### src/rtl/urxf_pkg.sv
// Shared types and constants of the UART receive FIFO session framer.
`timescale 1ns / 1ps

package urxf_pkg;

   // Request action codes, as they appear on the request channel
   typedef enum logic [1:0] {
      ACT_RX    = 2'd0,
      ACT_TICK  = 2'd1,
      ACT_START = 2'd2,
      ACT_FLUSH = 2'd3
   } action_type;

   // Why a session ended (only meaningful on the last result)
   typedef enum logic [1:0] {
      CAUSE_LENGTH  = 2'd0,
      CAUSE_TIMEOUT = 2'd1,
      CAUSE_GAP     = 2'd2
   } cause_type;

   // Sequencer states of the back end
   typedef enum logic [1:0] {
      BE_IDLE  = 2'd0,
      BE_FETCH = 2'd1,
      BE_EMIT  = 2'd2
   } be_state_type;

   // Classified request handed from front end to back end
   typedef struct packed {
      action_type  action;
      logic [7:0]  rx_data;
      logic [15:0] max_length;
      logic [15:0] timeout_ticks;
   } cmd_type;

   // One result as it sits in the result queue
   typedef struct packed {
      logic        byte_valid;
      logic [7:0]  byte_out;
      logic [15:0] received_count;
      logic        last;
      cause_type   end_cause;
   } result_type;

   // Default ring size and configuration reset value
   localparam int         FIFO_DEPTH_DEF = 32;
   localparam logic [7:0] GAP_TICKS_RST  = 8'd2;

   // Small decoupling queues; pointers wrap naturally, so keep this a power of two
   localparam int QUEUE_DEPTH = 2;
   localparam int QPTR_W      = $clog2(QUEUE_DEPTH);
   localparam int QCNT_W      = $clog2(QUEUE_DEPTH + 1);

   // Saturation limits of the session tick counters
   localparam logic [15:0] ELAPSED_MAX = 16'hFFFF;
   localparam logic [7:0]  IDLE_MAX    = 8'hFF;

endpackage

### src/rtl/uart_rx_fifo_gap_framer.sv
// Top level of the UART receive FIFO session framer with idle-gap timeout.
//
// Requests enter through req_push/req_full: an rx byte event, a tick, a
// session start (max_length, timeout_ticks) or a ring flush. Results leave
// through rsp_empty/rsp_pop; the oldest result stays on the rsp_ ports
// while rsp_empty is low. csr_gap_ticks is written with csr_valid/csr_ready
// (always ready) and sets the idle gap that closes a session.
// A two-entry command queue parts the request side from the back end, and a
// two-entry result queue parts the back end from the response side.
// The back end takes one request per cycle while idle with result queue space.
// A delivered byte takes a ring read (FETCH) and an emit (EMIT), so a start
// drains buffered bytes one at a time; rx bytes in a session go through
// FETCH and EMIT to rsp, tick and zero start results straight from IDLE.
// When the consumer stalls, the result queue fills, the back end holds, the
// command queue fills and req_full rises; nothing is dropped.
// Reset empties both queues and the ring, closes the session and sets
// gap_ticks to 2. Ring contents are not cleared and are never read unwritten.
`timescale 1ns / 1ps

module uart_rx_fifo_gap_framer #(
   parameter int FIFO_DEPTH = urxf_pkg::FIFO_DEPTH_DEF
) (
   input  logic        clock,
   input  logic        reset,
   input  logic        req_push,
   output logic        req_full,
   input  logic [1:0]  req_action,
   input  logic        req_rx_valid,
   input  logic [7:0]  req_rx_data,
   input  logic [15:0] req_max_length,
   input  logic [15:0] req_timeout_ticks,
   output logic        rsp_empty,
   input  logic        rsp_pop,
   output logic        rsp_byte_valid,
   output logic [7:0]  rsp_byte_out,
   output logic [15:0] rsp_received_count,
   output logic        rsp_last,
   output logic [1:0]  rsp_end_cause,
   input  logic        csr_valid,
   output logic        csr_ready,
   input  logic [7:0]  csr_gap_ticks
);

   logic [7:0]            gap_ff;
   logic                  cmd_valid;
   logic                  cmd_pop;
   urxf_pkg::cmd_type     cmd;
   logic                  res_push;
   logic                  res_space;
   urxf_pkg::result_type  res;
   urxf_pkg::result_type  head;

   // Configuration register: write it only while the block is idle
   assign csr_ready = 1'b1;

   always_ff @(posedge clock) begin
      if (reset) begin
         gap_ff <= urxf_pkg::GAP_TICKS_RST;
      end else if (csr_valid && csr_ready) begin
         gap_ff <= csr_gap_ticks;
      end
   end

   urxf_front u_front (
      .clock             (clock),
      .reset             (reset),
      .req_push          (req_push),
      .req_full          (req_full),
      .req_action        (req_action),
      .req_rx_valid      (req_rx_valid),
      .req_rx_data       (req_rx_data),
      .req_max_length    (req_max_length),
      .req_timeout_ticks (req_timeout_ticks),
      .cmd_valid         (cmd_valid),
      .cmd               (cmd),
      .cmd_pop           (cmd_pop)
   );

   urxf_back #(
      .FIFO_DEPTH (FIFO_DEPTH)
   ) u_back (
      .clock     (clock),
      .reset     (reset),
      .gap_ticks (gap_ff),
      .cmd_valid (cmd_valid),
      .cmd       (cmd),
      .cmd_pop   (cmd_pop),
      .res_space (res_space),
      .res_push  (res_push),
      .res       (res)
   );

   urxf_rspq u_rspq (
      .clock     (clock),
      .reset     (reset),
      .res_push  (res_push),
      .res       (res),
      .res_space (res_space),
      .rsp_empty (rsp_empty),
      .rsp_pop   (rsp_pop),
      .head      (head)
   );

   // Unpack the head result onto the response ports
   assign rsp_byte_valid     = head.byte_valid;
   assign rsp_byte_out       = head.byte_out;
   assign rsp_received_count = head.received_count;
   assign rsp_last           = head.last;
   assign rsp_end_cause      = head.end_cause;

endmodule

### src/rtl/urxf_front.sv
// Front end: accepts requests, drops empty rx events, queues commands for the back end.
`timescale 1ns / 1ps

module urxf_front (
   input  logic                 clock,
   input  logic                 reset,
   input  logic                 req_push,
   output logic                 req_full,
   input  logic [1:0]           req_action,
   input  logic                 req_rx_valid,
   input  logic [7:0]           req_rx_data,
   input  logic [15:0]          req_max_length,
   input  logic [15:0]          req_timeout_ticks,
   output logic                 cmd_valid,
   output urxf_pkg::cmd_type    cmd,
   input  logic                 cmd_pop
);

   urxf_pkg::cmd_type                  queue_ff [urxf_pkg::QUEUE_DEPTH];
   logic [urxf_pkg::QPTR_W-1:0]        wp_ff, wp_in;
   logic [urxf_pkg::QPTR_W-1:0]        rp_ff, rp_in;
   logic [urxf_pkg::QCNT_W-1:0]        cnt_ff, cnt_in;
   logic                               accept;
   logic                               keep;
   logic                               do_pop;
   urxf_pkg::cmd_type                  entry;

   assign req_full  = (cnt_ff == urxf_pkg::QCNT_W'(urxf_pkg::QUEUE_DEPTH));
   assign cmd_valid = (cnt_ff != '0);
   assign cmd       = queue_ff[rp_ff];
   assign do_pop    = cmd_pop && cmd_valid;

   // Classify: an rx event without the data flag carries nothing, drop it here
   assign accept = req_push && !req_full;
   assign keep   = accept &&
                   !((urxf_pkg::action_type'(req_action) == urxf_pkg::ACT_RX) && !req_rx_valid);

   always_comb begin
      entry.action        = urxf_pkg::action_type'(req_action);
      entry.rx_data       = req_rx_data;
      entry.max_length    = req_max_length;
      entry.timeout_ticks = req_timeout_ticks;
   end

   // Advance pointers and occupancy
   always_comb begin
      wp_in  = keep   ? wp_ff + 1'b1 : wp_ff;
      rp_in  = do_pop ? rp_ff + 1'b1 : rp_ff;
      cnt_in = cnt_ff;
      if (keep && !do_pop) begin
         cnt_in = cnt_ff + 1'b1;
      end else if (!keep && do_pop) begin
         cnt_in = cnt_ff - 1'b1;
      end
   end

   always_ff @(posedge clock) begin
      if (reset) begin
         wp_ff  <= '0;
         rp_ff  <= '0;
         cnt_ff <= '0;
      end else begin
         wp_ff  <= wp_in;
         rp_ff  <= rp_in;
         cnt_ff <= cnt_in;
      end
   end

   // Store the command payload
   always_ff @(posedge clock) begin
      if (keep) begin
         queue_ff[wp_ff] <= entry;
      end
   end

endmodule

### src/rtl/urxf_back.sv
// Back end: byte ring, session state and delivery sequencer.
`timescale 1ns / 1ps

module urxf_back #(
   parameter int FIFO_DEPTH = urxf_pkg::FIFO_DEPTH_DEF
) (
   input  logic                    clock,
   input  logic                    reset,
   input  logic [7:0]              gap_ticks,
   input  logic                    cmd_valid,
   input  urxf_pkg::cmd_type       cmd,
   output logic                    cmd_pop,
   input  logic                    res_space,
   output logic                    res_push,
   output urxf_pkg::result_type    res
);

   localparam int               IDX_W    = (FIFO_DEPTH > 1) ? $clog2(FIFO_DEPTH) : 1;
   localparam logic [IDX_W-1:0] LAST_IDX = IDX_W'(FIFO_DEPTH - 1);

   // Ring step with wrap at the last slot
   function automatic logic [IDX_W-1:0] idx_inc(input logic [IDX_W-1:0] idx);
      idx_inc = (idx == LAST_IDX) ? '0 : idx + 1'b1;
   endfunction

   logic [7:0]               mem [FIFO_DEPTH];
   logic [7:0]               rd_data_ff;
   logic                     mem_we;

   urxf_pkg::be_state_type   state_ff, state_in;
   logic [IDX_W-1:0]         wr_idx_ff, wr_idx_in;
   logic [IDX_W-1:0]         rd_idx_ff, rd_idx_in;
   logic                     active_ff, active_in;
   logic                     drain_ff, drain_in;
   logic [15:0]              count_ff, count_in;
   logic [15:0]              elapsed_ff, elapsed_in;
   logic [7:0]               idle_ff, idle_in;
   logic [15:0]              limit_ff, limit_in;
   logic [15:0]              timeout_ff, timeout_in;

   logic [IDX_W-1:0]         wr_next;
   logic [IDX_W-1:0]         rd_next;
   logic [15:0]              elapsed_inc;
   logic [7:0]               idle_inc;
   logic [7:0]               gap_eff;
   logic [15:0]              count_inc;
   logic                     done;
   logic                     start_zero;
   logic                     take;

   assign wr_next     = idx_inc(wr_idx_ff);
   assign rd_next     = idx_inc(rd_idx_ff);
   assign elapsed_inc = (elapsed_ff == urxf_pkg::ELAPSED_MAX) ? elapsed_ff : elapsed_ff + 16'd1;
   assign idle_inc    = (idle_ff == urxf_pkg::IDLE_MAX) ? idle_ff : idle_ff + 8'd1;
   assign gap_eff     = (gap_ticks == 8'd0) ? 8'd1 : gap_ticks;
   assign count_inc   = count_ff + 16'd1;
   assign done        = (count_inc >= limit_ff);
   assign start_zero  = (cmd.max_length == 16'd0) || (cmd.timeout_ticks == 16'd0);
   assign take        = (state_ff == urxf_pkg::BE_IDLE) && cmd_valid && res_space;

   // Next state of the sequencer
   always_comb begin
      state_in = state_ff;
      case (state_ff)
         urxf_pkg::BE_IDLE: begin
            if (take) begin
               case (cmd.action)
                  urxf_pkg::ACT_RX: begin
                     if (active_ff) begin
                        state_in = urxf_pkg::BE_FETCH;
                     end
                  end
                  urxf_pkg::ACT_START: begin
                     if (!start_zero && (rd_idx_ff != wr_idx_ff)) begin
                        state_in = urxf_pkg::BE_FETCH;
                     end
                  end
                  default: state_in = urxf_pkg::BE_IDLE;
               endcase
            end
         end
         urxf_pkg::BE_FETCH: state_in = urxf_pkg::BE_EMIT;
         urxf_pkg::BE_EMIT: begin
            if (res_space) begin
               state_in = (drain_ff && !done && (rd_next != wr_idx_ff)) ?
                          urxf_pkg::BE_FETCH : urxf_pkg::BE_IDLE;
            end
         end
         default: state_in = urxf_pkg::BE_IDLE;
      endcase
   end

   // Command execution, session bookkeeping and result generation
   always_comb begin
      cmd_pop    = 1'b0;
      res_push   = 1'b0;
      res        = '0;
      mem_we     = 1'b0;
      wr_idx_in  = wr_idx_ff;
      rd_idx_in  = rd_idx_ff;
      active_in  = active_ff;
      drain_in   = drain_ff;
      count_in   = count_ff;
      elapsed_in = elapsed_ff;
      idle_in    = idle_ff;
      limit_in   = limit_ff;
      timeout_in = timeout_ff;
      case (state_ff)
         urxf_pkg::BE_IDLE: begin
            if (take) begin
               cmd_pop = 1'b1;
               case (cmd.action)
                  urxf_pkg::ACT_RX: begin
                     // Buffer unless the ring is full; an open session takes the oldest byte
                     if (wr_next != rd_idx_ff) begin
                        mem_we    = 1'b1;
                        wr_idx_in = wr_next;
                     end
                     drain_in = 1'b0;
                  end
                  urxf_pkg::ACT_TICK: begin
                     if (active_ff) begin
                        elapsed_in = elapsed_inc;
                        idle_in    = idle_inc;
                        if (elapsed_inc >= timeout_ff) begin
                           active_in          = 1'b0;
                           res_push           = 1'b1;
                           res.received_count = count_ff;
                           res.last           = 1'b1;
                           res.end_cause      = urxf_pkg::CAUSE_TIMEOUT;
                        end else if ((count_ff != 16'd0) && (idle_inc >= gap_eff)) begin
                           active_in          = 1'b0;
                           res_push           = 1'b1;
                           res.received_count = count_ff;
                           res.last           = 1'b1;
                           res.end_cause      = urxf_pkg::CAUSE_GAP;
                        end
                     end
                  end
                  urxf_pkg::ACT_START: begin
                     // Open a fresh session; a zero limit or timeout closes it at once
                     count_in   = 16'd0;
                     elapsed_in = 16'd0;
                     idle_in    = 8'd0;
                     limit_in   = cmd.max_length;
                     timeout_in = cmd.timeout_ticks;
                     drain_in   = 1'b1;
                     if (start_zero) begin
                        active_in     = 1'b0;
                        res_push      = 1'b1;
                        res.last      = 1'b1;
                        res.end_cause = (cmd.timeout_ticks == 16'd0) ?
                                        urxf_pkg::CAUSE_TIMEOUT : urxf_pkg::CAUSE_LENGTH;
                     end else begin
                        active_in = 1'b1;
                     end
                  end
                  urxf_pkg::ACT_FLUSH: begin
                     rd_idx_in = wr_idx_ff;
                  end
                  default: ;
               endcase
            end
         end
         urxf_pkg::BE_EMIT: begin
            // Hand out the fetched byte; hold while the result queue is full
            if (res_space) begin
               res_push           = 1'b1;
               res.byte_valid     = 1'b1;
               res.byte_out       = rd_data_ff;
               res.received_count = count_inc;
               res.last           = done;
               res.end_cause      = urxf_pkg::CAUSE_LENGTH;
               rd_idx_in          = rd_next;
               count_in           = count_inc;
               idle_in            = 8'd0;
               if (done) begin
                  active_in = 1'b0;
               end
            end
         end
         default: ;
      endcase
   end

   always_ff @(posedge clock) begin
      if (reset) begin
         state_ff   <= urxf_pkg::BE_IDLE;
         wr_idx_ff  <= '0;
         rd_idx_ff  <= '0;
         active_ff  <= 1'b0;
         drain_ff   <= 1'b0;
         count_ff   <= 16'd0;
         elapsed_ff <= 16'd0;
         idle_ff    <= 8'd0;
         limit_ff   <= 16'd0;
         timeout_ff <= 16'd0;
      end else begin
         state_ff   <= state_in;
         wr_idx_ff  <= wr_idx_in;
         rd_idx_ff  <= rd_idx_in;
         active_ff  <= active_in;
         drain_ff   <= drain_in;
         count_ff   <= count_in;
         elapsed_ff <= elapsed_in;
         idle_ff    <= idle_in;
         limit_ff   <= limit_in;
         timeout_ff <= timeout_in;
      end
   end

   // Byte ring: one write port, registered read at the read index
   always_ff @(posedge clock) begin
      if (mem_we) begin
         mem[wr_idx_ff] <= cmd.rx_data;
      end
      rd_data_ff <= mem[rd_idx_ff];
   end

   a_push_has_space: assert property (@(posedge clock) disable iff (reset)
      res_push |-> res_space)
      else $error("result pushed into a full result queue");

   a_last_closes: assert property (@(posedge clock) disable iff (reset)
      (res_push && res.last) |=> !active_ff)
      else $error("session still open after its last result");

   a_fetch_nonempty: assert property (@(posedge clock) disable iff (reset)
      (state_ff == urxf_pkg::BE_FETCH) |-> (rd_idx_ff != wr_idx_ff))
      else $error("fetch from an empty ring");

   a_emit_holds: assert property (@(posedge clock) disable iff (reset)
      (state_ff == urxf_pkg::BE_EMIT && !res_space) |=>
      (state_ff == urxf_pkg::BE_EMIT && $stable(rd_idx_ff)))
      else $error("stalled delivery did not hold");

endmodule

### src/rtl/urxf_rspq.sv
// Result queue: decouples the back end from the response consumer.
`timescale 1ns / 1ps

module urxf_rspq (
   input  logic                    clock,
   input  logic                    reset,
   input  logic                    res_push,
   input  urxf_pkg::result_type    res,
   output logic                    res_space,
   output logic                    rsp_empty,
   input  logic                    rsp_pop,
   output urxf_pkg::result_type    head
);

   urxf_pkg::result_type           queue_ff [urxf_pkg::QUEUE_DEPTH];
   logic [urxf_pkg::QPTR_W-1:0]    wp_ff, wp_in;
   logic [urxf_pkg::QPTR_W-1:0]    rp_ff, rp_in;
   logic [urxf_pkg::QCNT_W-1:0]    cnt_ff, cnt_in;
   logic                           do_push;
   logic                           do_pop;

   assign res_space = (cnt_ff != urxf_pkg::QCNT_W'(urxf_pkg::QUEUE_DEPTH));
   assign rsp_empty = (cnt_ff == '0);
   assign head      = queue_ff[rp_ff];
   assign do_push   = res_push && res_space;
   assign do_pop    = rsp_pop && !rsp_empty;

   // Advance pointers and occupancy
   always_comb begin
      wp_in  = do_push ? wp_ff + 1'b1 : wp_ff;
      rp_in  = do_pop  ? rp_ff + 1'b1 : rp_ff;
      cnt_in = cnt_ff;
      if (do_push && !do_pop) begin
         cnt_in = cnt_ff + 1'b1;
      end else if (!do_push && do_pop) begin
         cnt_in = cnt_ff - 1'b1;
      end
   end

   always_ff @(posedge clock) begin
      if (reset) begin
         wp_ff  <= '0;
         rp_ff  <= '0;
         cnt_ff <= '0;
      end else begin
         wp_ff  <= wp_in;
         rp_ff  <= rp_in;
         cnt_ff <= cnt_in;
      end
   end

   // Store the result payload
   always_ff @(posedge clock) begin
      if (do_push) begin
         queue_ff[wp_ff] <= res;
      end
   end

endmodule

### config.mk
export PLATFORM = sky130hd
export DESIGN_NAME = uart_rx_fifo_gap_framer
export DESIGN_NICKNAME = d
export VERILOG_FILES = /design/src/rtl/urxf_pkg.sv /design/src/rtl/uart_rx_fifo_gap_framer.sv /design/src/rtl/urxf_front.sv /design/src/rtl/urxf_back.sv /design/src/rtl/urxf_rspq.sv
export SDC_FILE = /design/constraint.sdc
export NUM_CORES = 1
export LEC_CHECK = 0
export ABC_AREA = 1
export BUFFER_PORTS_ARGS = -buffer_cell sky130_fd_sc_hd__buf_4
export CAP_MARGIN = 20
export CORE_MARGIN = 3
export CORE_UTILIZATION = 35
export CTS_BUF_LIST = sky130_fd_sc_hd__clkbuf_8
export DETAILED_ROUTE_END_ITERATION = 12
export PLACE_DENSITY = 0.47
export SLEW_MARGIN = 25
export SYNTH_ARGS = -nofsm -noshare
export SYNTH_HDL_FRONTEND = slang
export SYNTH_SLANG_ARGS = --single-unit
### constraint.sdc
create_clock -name clock -period 3.7 [get_ports clock]
set_clock_uncertainty 0.05 [all_clocks]
set_input_delay 0 -clock clock [delete_from_list [all_inputs] [get_ports clock]]
set_output_delay 0 -clock clock [all_outputs]
set_load 0.02 [all_outputs]
## Yosys cells after proc, flatten, opt, wreduce, memory -nomap -nowiden

Memories as Yosys holds them, arrays and structs flattened. A register that Yosys moved wholly into a read port is not among the register bits.
Cells that the tools add are included.
W data, S select, Z words.

| cells by class | value |
|---|---|
| $add $sub $neg | 13 |
| $lt $le $gt $ge | 3 |
| equal/unequal tests | 24 |
| multiplexer cells | 76 |
| reduce and logical (&&, ||, !) cells | 50 |

Operators with widths:

| cell | count |
|---|---|
| $mux W16 | 6 |
| $mux W19 | 4 |
| $pmux W16 S2 | 2 |
| $mux W8 | 5 |
| $pmux W19 S2 | 1 |
| $add A16 B1 Y16 const B | 2 |
| $ge A16 B16 Y1 | 2 |
| $logic_not A16 Y1 | 2 |
| $pmux W8 S2 | 2 |
| $mux W1 | 31 |
| $mux W28 | 1 |
| $mux W5 | 5 |
| $reduce_and A4 Y1 | 5 |
| $eq A16 B16 Y1 const B | 1 |
| $logic_and A1 B1 Y1 | 16 |
| $mux W2 | 8 |
| $reduce_bool A16 Y1 | 1 |
| $ne A5 B5 Y1 | 3 |
| $reduce_bool A2 Y1 | 6 |
| $add A5 B1 Y5 const B | 2 |
| $eq A5 B5 Y1 const B | 2 |
| $logic_not A1 Y1 | 10 |
| $pmux W1 S2 | 5 |
| $pmux W5 S2 | 1 |
| other kinds (22) | 43 |

| storage, ports and cells | value |
|---|---|
| bits in registers | 102 |
| memory bits (writable) | 396 |
| bits of input ports | 56 |
| logic and storage cells | 186 |
| memories | 3 |

Memories:

| name | depth | bits a word | rd ports | clocked after memory_dff | write ports | RTL line | text |
|---|---|---|---|---|---|---|---|
| u_back.mem | 32 | 8 | 1 | 1 | 1 | urxf_back.sv:26 | `logic [7:0] mem [FIFO_DEPTH];` |
| u_front.queue_ff | 2 | 42 | 1 | 1 | 1 | urxf_front.sv:19 | `urxf_pkg::cmd_type queue_ff [urxf_pkg::QUEUE_DEPTH];` |
| u_rspq.queue_ff | 2 | 28 | 1 | 1 | 1 | urxf_rspq.sv:15 | `urxf_pkg::result_type queue_ff [urxf_pkg::QUEUE_DEPTH];` |

## Logic depth before layout (Yosys ltp)

| depth | value |
|---|---|
| depth after elaboration | 15 |
| gate-level depth with buffers | 24 |
| mapped depth without buffers | 24 |

## Cells and area by module

Synthesis repeated with hierarchy kept, for this count alone.

| second synthesis, totals | value |
|---|---|
| cells, all modules | 2,036 |
| area total of the unflattened synthesis | 22,469.0 um^2 |

Modules (own cells, without submodules):

| module | instances | cells each | area each (um^2) | sequential area each (um^2) |
|---|---|---|---|---|
| urxf_back | 1 | 1,689 | 16,261.8 | 9,569.2 |
| urxf_front | 1 | 171 | 3,489.6 | 2,622.5 |
| urxf_rspq | 1 | 124 | 2,367.3 | 1,781.7 |
| uart_rx_fifo_gap_framer | 1 | 52 | 350.3 | 160.2 |

## Least setup slack after synthesis

OpenSTA, ideal clock, no wires.

| timing | value |
|---|---|
| path kind | register -> register |
| start | reg u_back.elapsed_ff[0] |
| end | mem u_rspq.queue_ff[0][0] (netlist bit) (enable) |
| library setup time | 0.383 ns |
| data arrival time | 2.918 ns |
| required time | 3.267 ns |
| setup slack | 0.350 ns |
| cell stages (with the launch flop) | 21 |
| path buffers | 0 |
| period minus slack after synthesis | 3.350 ns |
| path through | dfxtp_1 > ha_1 > inv_1 > nor2_1 > nand4_1 > nor2_1 > inv_1 > nor2_1 > nor2_1 > ha_1 > nand2_1 > nor2_1 > and2_1 > nor2_1 > nand2_1 > nand2_1 > nand3_1 > nand2_1 > nand3_2 > nand2_1 > inv_1 |

| on the way | value |
|---|---|
| cells in the longest elaborated chain, start to end | 11 |
| elaborated cells on any way between the ends | 12 |
| classes of those cells | 1 x add/sub; 1 x order compare; 1 x eq/ne; 8 x mux; 1 x reduce/logical |

RTL lines:

| what | RTL line | text |
|---|---|---|
| from (decl) | urxf_back.sv:36 | `logic [15:0] elapsed_ff, elapsed_in;` |
| from (signal assigned) | urxf_back.sv:205 | `elapsed_ff <= elapsed_in;` |
| $add A16 B1 Y16 / $eq A16 B16 Y1 (equally long branches) | urxf_back.sv:53 | `assign elapsed_inc = (elapsed_ff == urxf_pkg::ELAPSED_MAX) ? elapsed_ff : elapsed_ff + 16'd1;` |
| $mux W16 * | urxf_back.sv:53 |  |
| $ge A16 B16 Y1 * | urxf_back.sv:125 | `if (elapsed_inc >= timeout_ff) begin` |
| $mux W1 * | urxf_back.sv:125 |  |
| $mux W1 * | urxf_back.sv:122 | `if (active_ff) begin` |
| $pmux W1 S2 * | urxf_back.sv:112 | `case (cmd.action)` |
| $mux W1 * | urxf_back.sv:110 | `if (take) begin` |
| $pmux W1 S2 * | urxf_back.sv:108 | `case (state_ff)` |
| $logic_and A1 B1 Y1 * | urxf_rspq.sv:25 | `assign do_push = res_push && res_space;` |
| via u_rspq.do_push | urxf_rspq.sv:19 | `logic do_push;` |
| $mux W1 * | urxf_rspq.sv:54 | `if (do_push) begin` |
| $mux W1 (not written as such) * | urxf_rspq.sv:55 | `queue_ff[wp_ff] <= res;` |
| to (decl) | urxf_rspq.sv:15 |  |

The timed path passes the listed nets; every way through them passes the cells marked *.

==> metrics.md <==
| Metric | Value |
|---|---|
| Post-synth net total | `2155` |
| Die Ht | `258 microns` |
| Top cells by area, synth | `edfxtp_1 (53%), dfxtp_1 (10%), nand2_1 (5.5%)` |
| Clk root buf | `clkbuf_8` |
| Fmax | `293 MHz` |
| Filler Cells Inserted | `5978` |
| Initial Utilization | `35.7%` |
| Worst Tran Pin Value | `0.944 ns` |
| Status | `completed` |
| Register area | `14100 sq um` |
| P&R area growth vs syn | `19.9%` |
| Grt ovf | `0` |
| Tot Pwr | `17.1 mW` |
| GR peak layer | `met2` |
| Clock buffer depth | `3` |
| Proportion of layout cells with a drive suffix above 1 | `16.0%` |
| Met2 Use GR | `27.0%` |
| Syn Area/Cell | `10.9 sq um` |
| Leading cell type in the layout, fill and taps excluded | `edfxtp_1` |
| DIE AREA | `66600 sq um` |
| Rows | `91` |
| CP Max Fanout | `14` |
| Met1 usage | `24.9%` |
| Clock transition at the registers of the reported paths | `0.06 ns` |
| Die width | `258 microns` |
| Area occupied by multi-input gates | `7180 sq um` |
| Synth top area share | `53.5%` |
| Largest net degree at the start of global routing | `93` |
| Seq/Total Area, Yosys | `63.5%` |
| Maximum VDD drop | `292 uV` |
| Post-layout min period | `3.42 ns` |
| Worst skew pair latency | `0.67 ns` |
| Wire per inst | `18.4 microns` |
| Warning count from the yosys run | `0` |
| TNS Setup | `0 ns` |
| GPL Wtd Cong | `0.829` |
| RSZ-0062 raised after global routing | `false` |
| Vias | `15700` |
| H-tree depth | `3` |
| GR Util met3 | `3.05%` |
| CP required | `4.01 ns` |
| Final HPWL DP | `36.7 mm` |
| First-pass GRT wire length | `90.3 mm` |
| PD cells | `642 nW/um^2` |
| Post-Syn Instances | `2042` |
| Crit Path Class | `reg -> reg` |
| # IOs | `87` |
| Number of synthesized register bits | `508` |
| Synthesized cell area | `22200 sq um` |
| CP Launch Type | `flip-flop` |
| Core Footprint | `62300 sq um` |
| Worst relative slew slack | `36.8%` |
| Pre-antenna DRT Iters | `5` |
| Tcrit/Tclk final | `92.3%` |
| # port buffers | `85` |
| Count of pins over their slew limit | `0` |
| Lkg Pwr | `9.88 nW` |
| Max Cap Violations | `0` |
| CTS tree | `done` |
| Placed Instances | `2935` |
| Total GRT Usage | `17.4%` |
| Worst Hold Class | `in -> reg` |
| Yosys cell types | `63` |
| Clock sink total | `508` |
| Synth area leader | `edfxtp_1` |
| Layout Cells excl Fill | `3196` |
| Most frequent cells in the layout | `edfxtp_1 (396), nand2_1 (326), nor2_1 (269)` |
| Final Hold Viols | `0` |
| Critical path endpoint category | `flip-flop` |
| Num CTS Buffers | `90` |
| Setup-failing EPs final | `0` |
| Vias in the first global route | `15400` |
| WL final | `58.7 mm` |
| DRC violations left | `0` |
| Via-to-Cell Ratio | `4.93` |
| ANT nets after route | `0` |
| Detailed Route Iter0 Violations | `882` |
| Final core occ | `42.8%` |
| Antenna violations before repair | `1` |
| CP arrival | `3.72 ns` |
| Nets | `2400` |
state kept, by name, summed over array words and instances, names as in the netlist, 16 cells and up, named ones only:
signal,count
u_back.mem,256
u_front.queue_ff,84
u_rspq.queue_ff,56
u_back.count_ff,16
u_back.elapsed_ff,16
u_back.limit_ff,16
u_back.timeout_ff,16
worst paths after layout:
path	to	start	slack, ns	cells past startpoint
worst max-delay path	u_rspq.queue_ff[0][15]$_DFFE_PP_	u_back.idle_ff[1]$_SDFFE_PP0P_	0.28	18
worst min-delay path	u_front.queue_ff[0][23]$_DFFE_PP_	req_max_length[7]	0.05	2
worst min register to register	u_back.timeout_ff[8]$_SDFFE_PP0P_	u_back.timeout_ff[8]$_SDFFE_PP0P_	0.41	2
worst max register to register	u_rspq.queue_ff[0][15]$_DFFE_PP_	u_back.idle_ff[1]$_SDFFE_PP0P_	0.28	18
repair_timing:
action	CTS	global route
setup buffers	0	3
hold endpoints to repair	158	0
setup endpoints to repair	0	59
hold buffers	94	0
resized for setup	0	19
critical path, stage by stage (launching register included):
cell and delay, ns:
dfxtp_1 0.39, ha_1 0.20, nand3_1 0.15, nor2_4 0.18
nand4_4 0.16, nand4_1 0.15, xnor2_1 0.17, ha_1 0.29
nand2_1 0.07, inv_1 0.05, nand2_1 0.06, nand2_1 0.04
nand2_1 0.05, nand3_1 0.12, nand2_2 0.14, nand3_2 0.09
buf_4 0.16, nand2_1 0.37, o21ai_0 0.22
cell type report:
cell class                      instances  share of cell area (%)
Clock inverter                         65                    1.04
Inverter                              135                    1.92
Tap cell                              837                    3.93
Clock buffer                           98                    5.06
Antenna cell                            1                 0.00938
Sequential cell                       508                    53.0
Timing Repair Buffer                  250                    8.11
Multi-Input combinational cell       1302                    26.9
kinds of logic (layout without fill, tap and decap cells):
family,Yosys count,count (layout),share of synthesized area (%)
simple gates,736,736,14.2
flops,508,508,63.5
compound gates,442,442,11.5
buf+inv,232,548,4.58
fa+ha+maj,57,57,3.21
xor+xnor,38,38,1.60
mux,28,28,1.42
other cells,1,2,0.0169
synthesized netlist by cell type (all sizes together):
master and count:
a221oi 1, conb 1, nor4 5, a31oi 11, a211oi 5, and2 1
o21ai 223, o221ai 48, clkinv 3, xor2 27, and3 1, a21o 2
or2 4, o22ai 23, o21bai 3, a22oi 4, dfxtp 112, mux2 28
nor3 17, nand2 340, o21a 1, a41o 1, edfxtp 396, nand4 17
a21oi 116, nand3b 1, buf 53, a21boi 1, inv 132, o211a 1
xnor2 11, ha 57, o31ai 2, clkbuf 44, nand3 63, nor2 287
stage by stage:
step	setup WS, ns	cell area [sq um]	hold WS [ns]
finish	0.283	26700	0.0514
global route	0.00490	26700	0.00919
CTS	0.0742	26600	0.000346
detailed placement	0.126	24000	0.137
global placement	0.182	24000	0.136
floorplan	0.350	22200	0.0489
power by group:
| group | switching [mW] | internal [mW] | leakage, nW |
|---|---|---|---|
| clock network | 2.29 | 2.43 | 0.995 |
| logic | 3.73 | 1.61 | 4.43 |
| registers | 0.180 | 6.88 | 4.45 |
routing by layer:
layer / vias up / routed length [microns]
met1: 7625 / 28400
met3: 76 / 2800
met2: 351 / 26400
li1: 7690 / -
met5: - / 0
met4: 0 / 1150
Note: power is estimated with default switching activity, not from simulation.
